`src/rtl/pnge_pkg.sv`:
```
// ----------------------------------------------------------------------------
// pnge_pkg
// Types, constants and helpers shared by the PNG stream encoder modules.
// ----------------------------------------------------------------------------
package pnge_pkg;

    localparam int DefMaxWidth  = 4096;
    localparam int DefMaxHeight = 4096;

    localparam int DimW       = 13;
    localparam int CmdQDepth  = 2;
    localparam int ApbAddrW   = 4;

    // register indexes (byte address / 4)
    localparam logic [1:0] REG_WIDTH  = 2'd0;
    localparam logic [1:0] REG_HEIGHT = 2'd1;
    localparam logic [1:0] REG_COLOR  = 2'd2;

    // byte positions of the per-file byte program
    localparam logic [6:0] IDX_HDR      = 7'd0;   // signature, IHDR, IDAT head, zlib
    localparam logic [6:0] IDX_ROW      = 7'd43;  // stored block header and filter
    localparam logic [6:0] IDX_PIX      = 7'd49;  // red, green, blue
    localparam logic [6:0] IDX_PIX_END  = 7'd51;
    localparam logic [6:0] IDX_TRL      = 7'd52;  // Adler-32, IDAT CRC, IEND
    localparam logic [6:0] IDX_FILE_END = 7'd71;

    typedef struct packed {
        logic [7:0] red;
        logic [7:0] green;
        logic [7:0] blue;
    } t_pixel;

    typedef struct packed {
        logic [7:0] file_byte;
        logic       end_of_file;
    } t_result;

    typedef struct packed {
        logic [6:0] start_idx;
        logic       trailer;
        logic       bfinal;
        t_pixel     pixel;
    } t_cmd;

    function automatic logic [DimW-1:0] clamp_dim(input logic [DimW-1:0] v, input int hi);
        logic [DimW-1:0] r;
        if (v == '0) begin
            r = DimW'(1);
        end else if (int'(v) > hi) begin
            r = DimW'(hi);
        end else begin
            r = v;
        end
        return r;
    endfunction

endpackage

```
`src/rtl/pnge_front.sv`:
```
// ----------------------------------------------------------------------------
// pnge_front
// Accepts pixels, tracks file position and queues one byte-program command each.
// ----------------------------------------------------------------------------
module pnge_front import pnge_pkg::*; #(
    parameter int MAX_WIDTH  = DefMaxWidth,
    parameter int MAX_HEIGHT = DefMaxHeight
) (
    input  logic            i_clk,
    input  logic            i_rst_n,
    input  logic            i_valid,
    output logic            o_ready,
    input  t_pixel          i_pixel,
    input  logic [DimW-1:0] i_width,
    input  logic [DimW-1:0] i_height,
    input  logic            i_full,
    output logic            o_push,
    output t_cmd            o_cmd
);

    localparam int CW   = $clog2(MAX_WIDTH + 1);
    localparam int RW   = $clog2(MAX_HEIGHT + 1);
    localparam int CMPW = 18;

    logic [CW-1:0] r_col, n_col;
    logic [RW-1:0] r_row, n_row;
    logic          r_header_sent, n_header_sent;
    logic          r_trailer_pending, n_trailer_pending;

    logic          hdr;
    logic [CW-1:0] col_cur;
    logic [RW-1:0] row_cur;
    logic          row_end, file_end;

    assign o_ready = !i_full;
    assign o_push  = i_valid && !i_full;

    assign hdr      = !r_header_sent;
    assign col_cur  = hdr ? '0 : r_col;
    assign row_cur  = hdr ? '0 : r_row;
    assign row_end  = (CMPW'(col_cur) + CMPW'(1)) >= CMPW'(i_width);
    assign file_end = (CMPW'(row_cur) + CMPW'(1)) >= CMPW'(i_height);

    always_comb begin
        o_cmd.pixel       = i_pixel;
        o_cmd.bfinal      = file_end;
        o_cmd.trailer     = 1'b0;
        o_cmd.start_idx   = hdr ? IDX_HDR : ((col_cur == '0) ? IDX_ROW : IDX_PIX);
        n_col             = r_col;
        n_row             = r_row;
        n_header_sent     = r_header_sent;
        n_trailer_pending = r_trailer_pending;
        if (r_trailer_pending) begin
            // trailer of a one-pixel file: the pixel is dropped
            o_cmd.start_idx   = IDX_TRL;
            o_cmd.trailer     = 1'b1;
            n_trailer_pending = 1'b0;
            n_header_sent     = 1'b0;
            n_col             = '0;
            n_row             = '0;
        end else if (row_end && file_end) begin
            n_col = '0;
            n_row = '0;
            if (hdr) begin
                n_header_sent     = 1'b1;
                n_trailer_pending = 1'b1;
            end else begin
                o_cmd.trailer = 1'b1;
                n_header_sent = 1'b0;
            end
        end else if (row_end) begin
            n_header_sent = 1'b1;
            n_col         = '0;
            n_row         = row_cur + RW'(1);
        end else begin
            n_header_sent = 1'b1;
            n_col         = col_cur + CW'(1);
            n_row         = row_cur;
        end
    end

    always_ff @(posedge i_clk) begin
        if (!i_rst_n) begin
            r_col             <= '0;
            r_row             <= '0;
            r_header_sent     <= 1'b0;
            r_trailer_pending <= 1'b0;
        end else if (o_push) begin
            r_col             <= n_col;
            r_row             <= n_row;
            r_header_sent     <= n_header_sent;
            r_trailer_pending <= n_trailer_pending;
        end
    end

endmodule

```
`src/rtl/pnge_fifo.sv`:
```
// ----------------------------------------------------------------------------
// pnge_fifo
// Short command queue between the pixel front end and the byte back end.
// ----------------------------------------------------------------------------
module pnge_fifo import pnge_pkg::*; (
    input  logic i_clk,
    input  logic i_rst_n,
    input  logic i_push,
    input  t_cmd i_cmd,
    output logic o_full,
    input  logic i_pop,
    output logic o_not_empty,
    output t_cmd o_cmd
);

    localparam int PW = (CmdQDepth > 1) ? $clog2(CmdQDepth) : 1;
    localparam int NW = $clog2(CmdQDepth + 1);

    t_cmd          r_mem [CmdQDepth];
    logic [PW-1:0] r_wr, r_rd;
    logic [NW-1:0] r_cnt;

    assign o_full      = r_cnt == NW'(CmdQDepth);
    assign o_not_empty = r_cnt != '0;
    assign o_cmd       = r_mem[r_rd];

    always_ff @(posedge i_clk) begin
        if (i_push) begin
            r_mem[r_wr] <= i_cmd;
        end
    end

    always_ff @(posedge i_clk) begin
        if (!i_rst_n) begin
            r_wr  <= '0;
            r_rd  <= '0;
            r_cnt <= '0;
        end else begin
            if (i_push) begin
                r_wr <= (r_wr == PW'(CmdQDepth - 1)) ? '0 : r_wr + PW'(1);
            end
            if (i_pop) begin
                r_rd <= (r_rd == PW'(CmdQDepth - 1)) ? '0 : r_rd + PW'(1);
            end
            r_cnt <= r_cnt + NW'(i_push) - NW'(i_pop);
        end
    end

endmodule

```
`src/rtl/pnge_back.sv`:
```
// ----------------------------------------------------------------------------
// pnge_back
// Walks each command's byte program, keeps CRC-32 and Adler-32, drives output.
// ----------------------------------------------------------------------------
module pnge_back import pnge_pkg::*; (
    input  logic            i_clk,
    input  logic            i_rst_n,
    input  logic            i_cmd_valid,
    input  t_cmd            i_cmd,
    output logic            o_pop,
    input  logic [DimW-1:0] i_width,
    input  logic [DimW-1:0] i_height,
    input  logic [2:0]      i_color_type,
    output logic            o_valid,
    input  logic            i_ready,
    output t_result         o_result
);

    localparam logic [1:0]  KIND_RAW  = 2'd0;
    localparam logic [1:0]  KIND_CRC  = 2'd1;
    localparam logic [1:0]  KIND_DATA = 2'd2;
    localparam logic [63:0] SIG       = 64'h89504E470D0A1A0A;
    localparam logic [31:0] CRC_ONES  = 32'hFFFFFFFF;
    localparam logic [16:0] ADLER_MOD = 17'd65521;

    function automatic logic [7:0] be_byte(input logic [31:0] w, input logic [1:0] pos);
        logic [7:0] b;
        case (pos)
            2'd0:    b = w[31:24];
            2'd1:    b = w[23:16];
            2'd2:    b = w[15:8];
            default: b = w[7:0];
        endcase
        return b;
    endfunction

    function automatic logic [31:0] crc_byte(input logic [31:0] c_in, input logic [7:0] b);
        logic [31:0] c;
        c = c_in ^ {24'd0, b};
        for (int k = 0; k < 8; k++) begin
            c = (c >> 1) ^ (c[0] ? 32'hEDB88320 : 32'd0);
        end
        return c;
    endfunction

    logic [6:0]  r_idx;
    logic        r_started;
    logic [31:0] r_crc;
    logic [15:0] r_adler_lo, r_adler_hi;
    logic [31:0] r_idat_len;
    logic        r_out_valid;
    t_result     r_out;

    logic [14:0] linelen;
    logic [14:0] linelen_n;
    logic [27:0] idat_prod;
    logic        advance;
    logic [6:0]  idx, end_idx;
    logic [7:0]  cur_byte;
    logic [1:0]  kind;
    logic        crc_init;
    logic [31:0] crc_base, crc_next;
    logic [16:0] lo_sum, hi_sum;
    logic [15:0] lo_next, hi_next;

    assign linelen   = 15'(i_width) * 15'd3 + 15'd1;
    assign linelen_n = ~linelen;
    assign idat_prod = 28'(i_height) * 28'(linelen + 15'd5);

    assign advance = i_cmd_valid && (!r_out_valid || i_ready);
    assign idx     = r_started ? r_idx : i_cmd.start_idx;
    assign end_idx = i_cmd.trailer ? IDX_FILE_END : IDX_PIX_END;
    assign o_pop   = advance && (idx == end_idx);

    always_comb begin
        cur_byte = 8'd0;
        kind     = KIND_CRC;
        crc_init = 1'b0;
        if (idx < 7'd8) begin
            cur_byte = SIG[63 - 8 * int'(idx[2:0]) -: 8];
            kind     = KIND_RAW;
        end else if (idx < 7'd12) begin
            cur_byte = be_byte(32'd13, 2'(idx - 7'd8));
            kind     = KIND_RAW;
        end else if (idx < 7'd16) begin
            cur_byte = be_byte(32'h49484452, 2'(idx - 7'd12));
            crc_init = idx == 7'd12;
        end else if (idx < 7'd20) begin
            cur_byte = be_byte(32'(i_width), 2'(idx - 7'd16));
        end else if (idx < 7'd24) begin
            cur_byte = be_byte(32'(i_height), 2'(idx - 7'd20));
        end else if (idx == 7'd24) begin
            cur_byte = 8'd8;
        end else if (idx == 7'd25) begin
            cur_byte = 8'(i_color_type);
        end else if (idx < 7'd29) begin
            cur_byte = 8'd0;
        end else if (idx < 7'd33) begin
            cur_byte = be_byte(~r_crc, 2'(idx - 7'd29));
            kind     = KIND_RAW;
        end else if (idx < 7'd37) begin
            cur_byte = be_byte(r_idat_len, 2'(idx - 7'd33));
            kind     = KIND_RAW;
        end else if (idx < 7'd41) begin
            cur_byte = be_byte(32'h49444154, 2'(idx - 7'd37));
            crc_init = idx == 7'd37;
        end else if (idx == 7'd41) begin
            cur_byte = 8'h78;
        end else if (idx == 7'd42) begin
            cur_byte = 8'h01;
        end else if (idx == 7'd43) begin
            cur_byte = {7'd0, i_cmd.bfinal};
        end else if (idx == 7'd44) begin
            cur_byte = linelen[7:0];
        end else if (idx == 7'd45) begin
            cur_byte = {1'b0, linelen[14:8]};
        end else if (idx == 7'd46) begin
            cur_byte = linelen_n[7:0];
        end else if (idx == 7'd47) begin
            // NLEN high byte: bit 15 of the complement is always set
            cur_byte = {1'b1, linelen_n[14:8]};
        end else if (idx == 7'd48) begin
            cur_byte = 8'd0;
            kind     = KIND_DATA;
        end else if (idx == 7'd49) begin
            cur_byte = i_cmd.pixel.red;
            kind     = KIND_DATA;
        end else if (idx == 7'd50) begin
            cur_byte = i_cmd.pixel.green;
            kind     = KIND_DATA;
        end else if (idx == 7'd51) begin
            cur_byte = i_cmd.pixel.blue;
            kind     = KIND_DATA;
        end else if (idx < 7'd56) begin
            cur_byte = be_byte({r_adler_hi, r_adler_lo}, 2'(idx - 7'd52));
        end else if (idx < 7'd60) begin
            cur_byte = be_byte(~r_crc, 2'(idx - 7'd56));
            kind     = KIND_RAW;
        end else if (idx < 7'd64) begin
            cur_byte = 8'd0;
            kind     = KIND_RAW;
        end else if (idx < 7'd68) begin
            cur_byte = be_byte(32'h49454E44, 2'(idx - 7'd64));
            crc_init = idx == 7'd64;
        end else begin
            cur_byte = be_byte(~r_crc, 2'(idx - 7'd68));
            kind     = KIND_RAW;
        end
    end

    assign crc_base = crc_init ? CRC_ONES : r_crc;
    assign crc_next = crc_byte(crc_base, cur_byte);

    assign lo_sum  = 17'(r_adler_lo) + 17'(cur_byte);
    assign lo_next = (lo_sum >= ADLER_MOD) ? 16'(lo_sum - ADLER_MOD) : 16'(lo_sum);
    assign hi_sum  = 17'(r_adler_hi) + 17'(lo_next);
    assign hi_next = (hi_sum >= ADLER_MOD) ? 16'(hi_sum - ADLER_MOD) : 16'(hi_sum);

    always_ff @(posedge i_clk) begin
        r_idat_len <= 32'(idat_prod) + 32'd6;
    end

    always_ff @(posedge i_clk) begin
        if (!i_rst_n) begin
            r_idx       <= '0;
            r_started   <= 1'b0;
            r_crc       <= CRC_ONES;
            r_adler_lo  <= 16'd1;
            r_adler_hi  <= 16'd0;
            r_out_valid <= 1'b0;
        end else begin
            if (advance) begin
                r_out_valid <= 1'b1;
                if (o_pop) begin
                    r_started <= 1'b0;
                end else begin
                    r_started <= 1'b1;
                    r_idx     <= idx + 7'd1;
                end
                if (idx == IDX_FILE_END) begin
                    // file done: start the next one clean
                    r_crc      <= CRC_ONES;
                    r_adler_lo <= 16'd1;
                    r_adler_hi <= 16'd0;
                end else begin
                    if (kind != KIND_RAW) begin
                        r_crc <= crc_next;
                    end
                    if (kind == KIND_DATA) begin
                        r_adler_lo <= lo_next;
                        r_adler_hi <= hi_next;
                    end
                end
            end else if (i_ready) begin
                r_out_valid <= 1'b0;
            end
        end
    end

    always_ff @(posedge i_clk) begin
        if (advance) begin
            r_out.file_byte   <= cur_byte;
            r_out.end_of_file <= idx == IDX_FILE_END;
        end
    end

    assign o_valid  = r_out_valid;
    assign o_result = r_out;

    a_started_has_cmd: assert property (@(posedge i_clk) disable iff (!i_rst_n)
        r_started |-> i_cmd_valid)
        else $error("byte program in progress with an empty command queue");

    a_crc_cleared: assert property (@(posedge i_clk) disable iff (!i_rst_n)
        (advance && idx == IDX_FILE_END) |=> (r_crc == CRC_ONES && r_adler_lo == 16'd1))
        else $error("checksums not cleared after the last byte of a file");

    a_adler_range: assert property (@(posedge i_clk) disable iff (!i_rst_n)
        (17'(r_adler_lo) < ADLER_MOD) && (17'(r_adler_hi) < ADLER_MOD))
        else $error("Adler-32 sums out of range");

    a_eof_at_pop: assert property (@(posedge i_clk) disable iff (!i_rst_n)
        (advance && idx == IDX_FILE_END) |-> o_pop)
        else $error("last file byte without the command retiring");

endmodule

```
`src/rtl/png_uncompressed_stream_encoder_top.sv`:
```
// ----------------------------------------------------------------------------
// png_uncompressed_stream_encoder_top
// RGB pixel stream in, complete uncompressed 8-bit truecolour PNG file out.
// ----------------------------------------------------------------------------
// One byte leaves per cycle unless i_ready holds the output or the queue is empty;
// a pixel inside a row takes 3 bytes, the first pixel of a row 9, and the first
// pixel of a file 52; the last pixel adds 20 trailer bytes (Adler-32, IDAT CRC,
// IEND). The byte sequencer in the back end sets these byte counts; the two-entry
// command queue holds the pixel in progress and one more behind it. For a
// one-by-one image the trailer is sent on the following pixel, which is dropped.
// Width and height are clamped to 1..MAX; registers sit at byte addresses
// 0 (width), 4 (height) and 8 (color type).
module png_uncompressed_stream_encoder_top import pnge_pkg::*; #(
    parameter int MAX_WIDTH  = DefMaxWidth,
    parameter int MAX_HEIGHT = DefMaxHeight
) (
    input  logic                i_clk,
    input  logic                i_rst_n,
    input  logic                i_valid,
    output logic                o_ready,
    input  t_pixel              i_pixel,
    output logic                o_valid,
    input  logic                i_ready,
    output t_result             o_result,
    input  logic                psel,
    input  logic                penable,
    input  logic                pwrite,
    input  logic [ApbAddrW-1:0] paddr,
    input  logic [31:0]         pwdata,
    output logic [31:0]         prdata,
    output logic                pready
);

    logic [DimW-1:0] r_image_width, r_image_height;
    logic [2:0]      r_color_type;
    logic [DimW-1:0] width, height;
    logic            wr_en;

    logic push, full, pop, not_empty;
    t_cmd push_cmd, head_cmd;

    assign pready = 1'b1;
    assign wr_en  = psel && penable && pwrite;

    always_ff @(posedge i_clk) begin
        if (!i_rst_n) begin
            r_image_width  <= DimW'(1);
            r_image_height <= DimW'(1);
            r_color_type   <= 3'd2;
        end else if (wr_en) begin
            case (paddr[3:2])
                REG_WIDTH:  r_image_width  <= pwdata[DimW-1:0];
                REG_HEIGHT: r_image_height <= pwdata[DimW-1:0];
                REG_COLOR:  r_color_type   <= pwdata[2:0];
                default: ;
            endcase
        end
    end

    always_comb begin
        case (paddr[3:2])
            REG_WIDTH:  prdata = 32'(r_image_width);
            REG_HEIGHT: prdata = 32'(r_image_height);
            REG_COLOR:  prdata = 32'(r_color_type);
            default:    prdata = 32'd0;
        endcase
    end

    assign width  = clamp_dim(r_image_width, MAX_WIDTH);
    assign height = clamp_dim(r_image_height, MAX_HEIGHT);

    pnge_front #(
        .MAX_WIDTH  (MAX_WIDTH),
        .MAX_HEIGHT (MAX_HEIGHT)
    ) u_front (
        .i_clk    (i_clk),
        .i_rst_n  (i_rst_n),
        .i_valid  (i_valid),
        .o_ready  (o_ready),
        .i_pixel  (i_pixel),
        .i_width  (width),
        .i_height (height),
        .i_full   (full),
        .o_push   (push),
        .o_cmd    (push_cmd)
    );

    pnge_fifo u_fifo (
        .i_clk       (i_clk),
        .i_rst_n     (i_rst_n),
        .i_push      (push),
        .i_cmd       (push_cmd),
        .o_full      (full),
        .i_pop       (pop),
        .o_not_empty (not_empty),
        .o_cmd       (head_cmd)
    );

    pnge_back u_back (
        .i_clk        (i_clk),
        .i_rst_n      (i_rst_n),
        .i_cmd_valid  (not_empty),
        .i_cmd        (head_cmd),
        .o_pop        (pop),
        .i_width      (width),
        .i_height     (height),
        .i_color_type (r_color_type),
        .o_valid      (o_valid),
        .i_ready      (i_ready),
        .o_result     (o_result)
    );

endmodule
```
`config.mk`:
```
export PLATFORM = sky130hd
export DESIGN_NAME = png_uncompressed_stream_encoder_top
export DESIGN_NICKNAME = d
export VERILOG_FILES = /design/src/rtl/pnge_pkg.sv /design/src/rtl/pnge_front.sv /design/src/rtl/pnge_fifo.sv /design/src/rtl/pnge_back.sv /design/src/rtl/png_uncompressed_stream_encoder_top.sv
export SDC_FILE = /design/constraint.sdc
export NUM_CORES = 1
export LEC_CHECK = 0
export BUFFER_PORTS_ARGS = -buffer_cell sky130_fd_sc_hd__buf_4
export CORE_MARGIN = 4
export CORE_UTILIZATION = 56
export DETAILED_ROUTE_END_ITERATION = 7
export PLACE_DENSITY_LB_ADDON = 0.08
export SLEW_MARGIN = 25
export SYNTH_ARGS = -nofsm -noshare
export SYNTH_HDL_FRONTEND = slang
export SYNTH_SLANG_ARGS = --single-unit
```
`constraint.sdc`:
```
create_clock -name i_clk -period 11.42 [get_ports i_clk]
set_input_delay 1.713 -clock i_clk [delete_from_list [all_inputs] [get_ports i_clk]]
set_output_delay 1.713 -clock i_clk [all_outputs]
set_load 0.005 [all_outputs]
```
Yosys cells after proc, flatten, opt, wreduce, memory -nomap -nowiden
Memories as Yosys holds them, arrays and structs flattened. A register that Yosys moved wholly into a read port is not among the register bits.
Cells that the tools add are included.
{ "classes": {"n_addsub": 28, "n_mul": 2, "n_lt_le_gt_ge": 19, "n_eq_ne": 44, "shifts": 1, "mux": 141, "bitwise": 12, "n_reduce_logical": 38} }
{ "op_table": {"columns": ["cell", "count"], "rows": [
  ["2-to-1 mux 32 bit", 11],
  ["XOR 31 x 32 -> 32 bit", 8],
  ["2-to-1 mux 8 bit", 26],
  ["2-to-1 mux 13 bit", 12],
  ["case mux 8 bit (3 select lines)", 5],
  ["2-to-1 mux 16 bit", 6],
  ["== test 7 x 6 -> 1 bit (second input constant)", 12],
  ["indexed part select 71 x 32 -> 8 bit (first input constant)", 1],
  ["2-to-1 mux 2 bit", 25],
  ["2-to-1 mux 1 bit", 44],
  ["zero test 13 bit", 3],
  ["case mux 13 bit (3 select lines)", 1],
  ["greater-or-equal comparator 18 x 13 -> 1 bit", 2],
  ["< comparator 7 x 6 -> 1 bit (second input constant)", 5],
  ["greater-or-equal comparator 17 x 16 -> 1 bit (second input constant)", 2],
  ["inverter 32 bit", 1],
  ["case mux 8 bit (2 select lines)", 2],
  ["subtractor 16 bit (second input constant)", 2],
  ["XOR 32 x 8 -> 32 bit", 1],
  ["case mux 5 bit (3 select lines)", 2],
  ["adder 28 x 3 -> 29 bit (second input constant)", 1],
  ["adder 13 x 1 -> 14 bit (second input constant)", 2],
  ["== test 2 bit (second input constant)", 14],
  ["< comparator 7 x 5 -> 1 bit (second input constant)", 4],
  ["other kinds (35)", 93]
]} }
{ "totals": {"regBits": 175, "ramBits": 66, "input_bits": 67, "output_inout_bits": 44, "wordCells": 305, "n_memories": 1} }
{ "memory_table": {"columns": ["memory", "depth", "word_bits", "rd", "rd_clocked_by_memory_dff", "wr", "line_no", "source"], "rows": [
  ["u_fifo.r_mem", 2, 33, 1, 1, 1, "pnge_fifo.sv:19", "t_cmd r_mem [CmdQDepth];"]
]} }

Depth between registers and ports, before layout
{ "logic_depth": {"ltp_word": 49, "ltp_mapped": 47, "ltp_nobuf": 43} }

Hierarchy
A second synthesis with hierarchy kept.
{ "hier_totals": {"hier_cells": 2894, "area_unflattened_um2": 24860.1} }
{ "modules_own_cells": {"columns": ["mod", "instances", "cells_each", "area_per_inst_um2", "seq_area_each_um2"], "rows": [
  ["pnge_back", 1, 2223, 17700.7, 2312.2],
  ["pnge_fifo", 1, 124, 2765.2, 2082.0],
  ["pnge_front", 1, 343, 2677.6, 560.5],
  ["png_uncompressed_stream_encoder_top", 1, 204, 1716.6, 580.6]
]} }

Worst setup path before layout
Ideal clock, no wire load.
{ "synth_path": {"path_type": "register -> register", "startpoint": "reg (tool-made name)", "endpoint": "reg u_back.r_adler_hi[7]", "setup_ps": 128, "arrival_time_ps": 9545, "required_time_ps": 11292, "setup_slack_ps": 1747, "path_stages_with_launch": 43, "n_path_buf": 5, "synth_period_minus_slack_ps": 9673, "path_cell_list": "dfxtp_1 -> buf_2 -> mux2_2 -> mux2i_2 -> inv_1 -> ha_1 -> clkbuf_1 -> clkbuf_1 -> a222oi_1 -> o21ai_0 -> a2111o_1 -> a21oi_1 -> o211ai_1 -> or3b_1 -> a31oi_1 -> a31oi_1 -> ha_1 -> o21ai_0 -> (+7 left out) -> o2111ai_1 -> clkbuf_1 -> mux2i_1 -> ha_1 -> a21o_1 -> a21oi_1 -> o21bai_1 -> a21o_1 -> a21oi_1 -> o211ai_1 -> a221oi_1 -> nor3_1 -> a311o_1 -> a31oi_1 -> clkbuf_1 -> nor2_1 -> xnor2_1 -> o21ai_0"} }
{ "synth_rtl": {"columns": ["item", "line_no", "source"], "rows": [
  ["end signal, assigned", "pnge_back.sv:191", "r_adler_hi <= hi_next;"],
  ["end, declared", "pnge_back.sv:49", "logic [15:0] r_adler_lo, r_adler_hi;"]
]} }

Worst setup path after layout
{ "layout_path": {"startpoint": "reg r_image_width[1]", "endpoint": "reg u_back.r_idat_len[27]"} }
{ "layout_between": {"elab_chain_len": 8, "word_cells_on_any_way": 9, "classes_between": "add/sub: 3; mul: 2; order compare: 1; mux: 2; reduce/logical: 1"} }
{ "layout_rtl": {"columns": ["item", "line_no", "source"], "rows": [
  ["start, declared", "png_uncompressed_stream_encoder_top.sv:34", "logic [DimW-1:0] r_image_width, r_image_height;"],
  ["start signal, assigned", "png_uncompressed_stream_encoder_top.sv:47", "r_image_width <= DimW'(1);"],
  ["start signal, assigned", "png_uncompressed_stream_encoder_top.sv:52", "REG_WIDTH: r_image_width <= pwdata[DimW-1:0];"],
  ["> comparator 13 bit", "pnge_pkg.sv:49", "end else if (int'(v) > hi) begin"],
  ["2-to-1 mux 13 bit", "pnge_pkg.sv:49", null],
  ["2-to-1 mux 13 bit (*)", "pnge_pkg.sv:47", "if (v == '0) begin"],
  ["multiplier 13 x 2 -> 15 bit (*)", "pnge_back.sv:66", "assign linelen = 15'(i_width) * 15'd3 + 15'd1;"],
  ["adder 15 x 1 -> 15 bit (*)", "pnge_back.sv:66", null],
  ["adder 15 x 3 -> 16 bit (*)", "pnge_back.sv:68", "assign idat_prod = 28'(i_height) * 28'(linelen + 15'd5);"],
  ["multiplier 13 x 28 -> 28 bit (*)", "pnge_back.sv:68", null],
  ["adder 28 x 3 -> 29 bit (*)", "pnge_back.sv:160", "r_idat_len <= 32'(idat_prod) + 32'd6;"],
  ["end signal, assigned", "pnge_back.sv:160", null],
  ["end, declared", "pnge_back.sv:50", "logic [31:0] r_idat_len;"]
]} }
Mark *: on every way between the ends. The rest lies on a longest branch, timed or not.
A chain may end at the register's enable or synchronous reset.

==> impl_metrics.json <==
{
  "r2r_slack_ns": 0.54,
  "status": "finished, final reports clean",
  "worst_slew_pin_slew_ns": 0.982,
  "worstPathRequired_ns": 11.87,
  "wl_per_cell_um": 21.4,
  "via_count": 21800,
  "cts.clk_slew.worst_paths_ns": 0.07,
  "cts_max_level": 1,
  "overflow": 0,
  "whs_path_depth": 2,
  "utilization_pct": 61.9,
  "clk_path_buf_depth": 3,
  "cp-end-kind": "flop",
  "async_flop_share_pct": 0,
  "postCtsSetupRepairBufs": 0,
  "fin_ws_ns": 0.542,
  "dp_hpwl_um": 57400,
  "antenna_found_initial": 0,
  "synth_edf_count": 71,
  "timing.rr.start": "r_image_width[1]",
  "pre_cts_slack_ns": 0.717,
  "crit_path_top_delay_cell": "or4_1",
  "fin_crit_sh_pct": 95.3,
  "max_freq_mhz": 91.9,
  "min_to": "u_front.r_row[11]",
  "cp-start-kind": "flop",
  "crit_fanout": 11,
  "layout_commonest_cell": "nand2_1",
  "die_y_um": 215,
  "port_buffers": 69,
  "grt_usage_pct": 31.9,
  "yosys_warnings": 0,
  "num_antenna_cells": 0,
  "maxSlewHeadroom_pct": 34.3,
  "ioPinCount": 111,
  "clock-skew-final_ns": 0.0176,
  "slew_violations": 0,
  "core_region_area_um2": 42000,
  "worst_r2r_path_depth": 32,
  "drt-initial-drc-count": 2083,
  "drv_cap": 0,
  "initial_core_util_pct": 56.8,
  "leakage_nw": 10.9,
  "critical_path_class": "flop to flop",
  "mostFrequentLayoutCells": "nand2_1, nor2_1, inv_1, dfxtp_1",
  "ys.flop_type": "dfxtp_1",
  "grt_start_max_net_pins": 72,
  "die_x_um": 215,
  "cts_made_buffers": 27,
  "cts_sinks": 235,
  "arrival_ns": 11.33,
  "hold_violations": 0,
  "fin_crit_ns": 10.88,
  "seq_area_frac_synth_pct": 22.7,
  "finalWirelength_um": 75200,
  "area_delta_synth_final_pct": 8.93,
  "cts_root_buf": "clkbuf_16",
  "synthCells": 2918,
  "startpoint": "r_image_width[1]",
  "rows": 75,
  "drtPass1Iterations": 5,
  "drive_gt1_share_pct": 9.03,
  "die-area_um2": 46000,
  "synth-seq-cells": 235,
  "power_density_nw_per_um2": 161,
  "cts_tree": "built",
  "drc": 0,
  "gp_congestion": 0.989,
  "syn_area_um2": 23900,
  "reg2reg_to": "u_back.r_idat_len[27]",
  "drt-vias-per-instance": 6.21,
  "grt_pass1_vias": 21200,
  "setup_viol": 0,
  "antenna_left": 0,
  "cpPeakStageDelay_ns": 0.69,
  "insertion_delay_ns": 0.59,
  "ir_drop_mv": 0.179,
  "grt_first_pass_wirelength_um": 119000,
  "final_nets": 3325,
  "synth_area_per_cell_um2": 8.19,
  "hp-class": "flop to flop",
  "synth_cell_types": 98,
  "min_from": "u_front.r_row[11]"
}
==> layer usage <==
| metal | global-route usage [%] | share of wire [%] | up-vias |
|---|---|---|---|
| met5 | 0 | 0 | - |
| met4 | 12.7 | 4.8 | 0 |
| met3 | 4.75 | 8.0 | 206 |
| met2 | 51.9 | 46 | 959 |
| met1 | 43.0 | 41 | 10500 |
| li1 | - | - | 10100 |
==> report_power, final <==
group,total [mW],internal [mW],switching [mW]
Combinational,2.28,0.986,1.29
Clock,0.866,0.490,0.375
Sequential,1.04,0.955,0.0805
Total,4.18,2.43,1.75
==> metrics by stage <==
stage	TNS [ns]	cell area, um^2	hold WS [ns]	power [mW]	std cells
floorplan	0	24000	0.445	2.74	2936
global placement	0	25100	0.466	3.25	3468
detailed placement	0	25100	0.469	3.29	3468
CTS	0	26000	0.484	4.16	3517
global route	-0.0256	26000	0.508	4.40	3517
finish	0	26000	0.485	4.18	3517
==> cell families after synthesis <==
group           synth area share, %
compound gates                 17.4
fa+ha+maj                      20.7
mux                            2.92
simple gates                   20.6
flops                          22.7
xor+xnor                       8.72
other cells                  0.0314
buf+inv                        6.95
==> how the worst max path moves through the flow <==
stage | end | slack (ns)
2_1_floorplan | u_back.r_adler_hi[7] | 1.75
3_3_place_gp | u_back.r_idat_len[26] | 0.84
3_5_place_dp | u_back.r_idat_len[26] | 0.72
4_1_cts | u_back.r_idat_len[26] | 0.69
5_1_grt | u_back.r_adler_hi[3] | -0.03
6_report | u_back.r_idat_len[27] | 0.54
==> flip-flops by register name (all words and copies together), names as in the netlist, 9 cells and up, named ones only <==
name               count
u_back.r_adler_hi     16
u_front.r_col         13
r_image_width         13
u_back.r_adler_lo     16
u_fifo.r_mem          62
u_back.o_result        9
u_back.r_crc          32
u_back.r_idat_len     29
r_image_height        13
u_front.r_row         13
==> area by class of cell <==
cell class                      instances  area (um^2)
Sequential cell                       235         5420
Fill cell                            3754        16000
Clock inverter                         15          146
Clock buffer                           34          716
Timing Repair Buffer                  157         1190
Inverter                              250          938
Multi-Input combinational cell       2287        16900
Tap cell                              539          674
==> cell usage after synthesis (51+ instances only) <==
cell type  count  share of area, %
nand3_1       67               1.4
a21oi_1      148               3.1
xnor2_1      131               4.8
o21ai_0      113               2.4
ha_1         145               7.6
nand2_1      362               5.7
mux2i_1       51               2.1
xor2_1        73               2.7
fa_1         155                13
nor2_1       284               4.5
dfxtp_1      164                14
nor3_1        69               1.4
nor2b_1       55               1.4
edfxtp_1      71               8.9
clkbuf_1     109               1.7
inv_1        247               3.9
==> worst max-delay path: cells and delay by family, from the launching register on <==
| kind | cells | cell delay (ns) |
|---|---|---|
| flops | 1 | 0.45 |
| compound gates | 8 | 2.45 |
| fa+ha+maj | 7 | 3.17 |
| buf+inv | 3 | 0.54 |
| simple gates | 11 | 2.70 |
| xor+xnor | 3 | 1.38 |
==> repair_timing <==
action | 4_1_cts | 5_1_grt
hold buffers | 0 | 0
gates resized for setup | 0 | 6
endpoints found under the setup margin | 0 | 18
No activity file was read; power rests on OpenSTA's default activity.
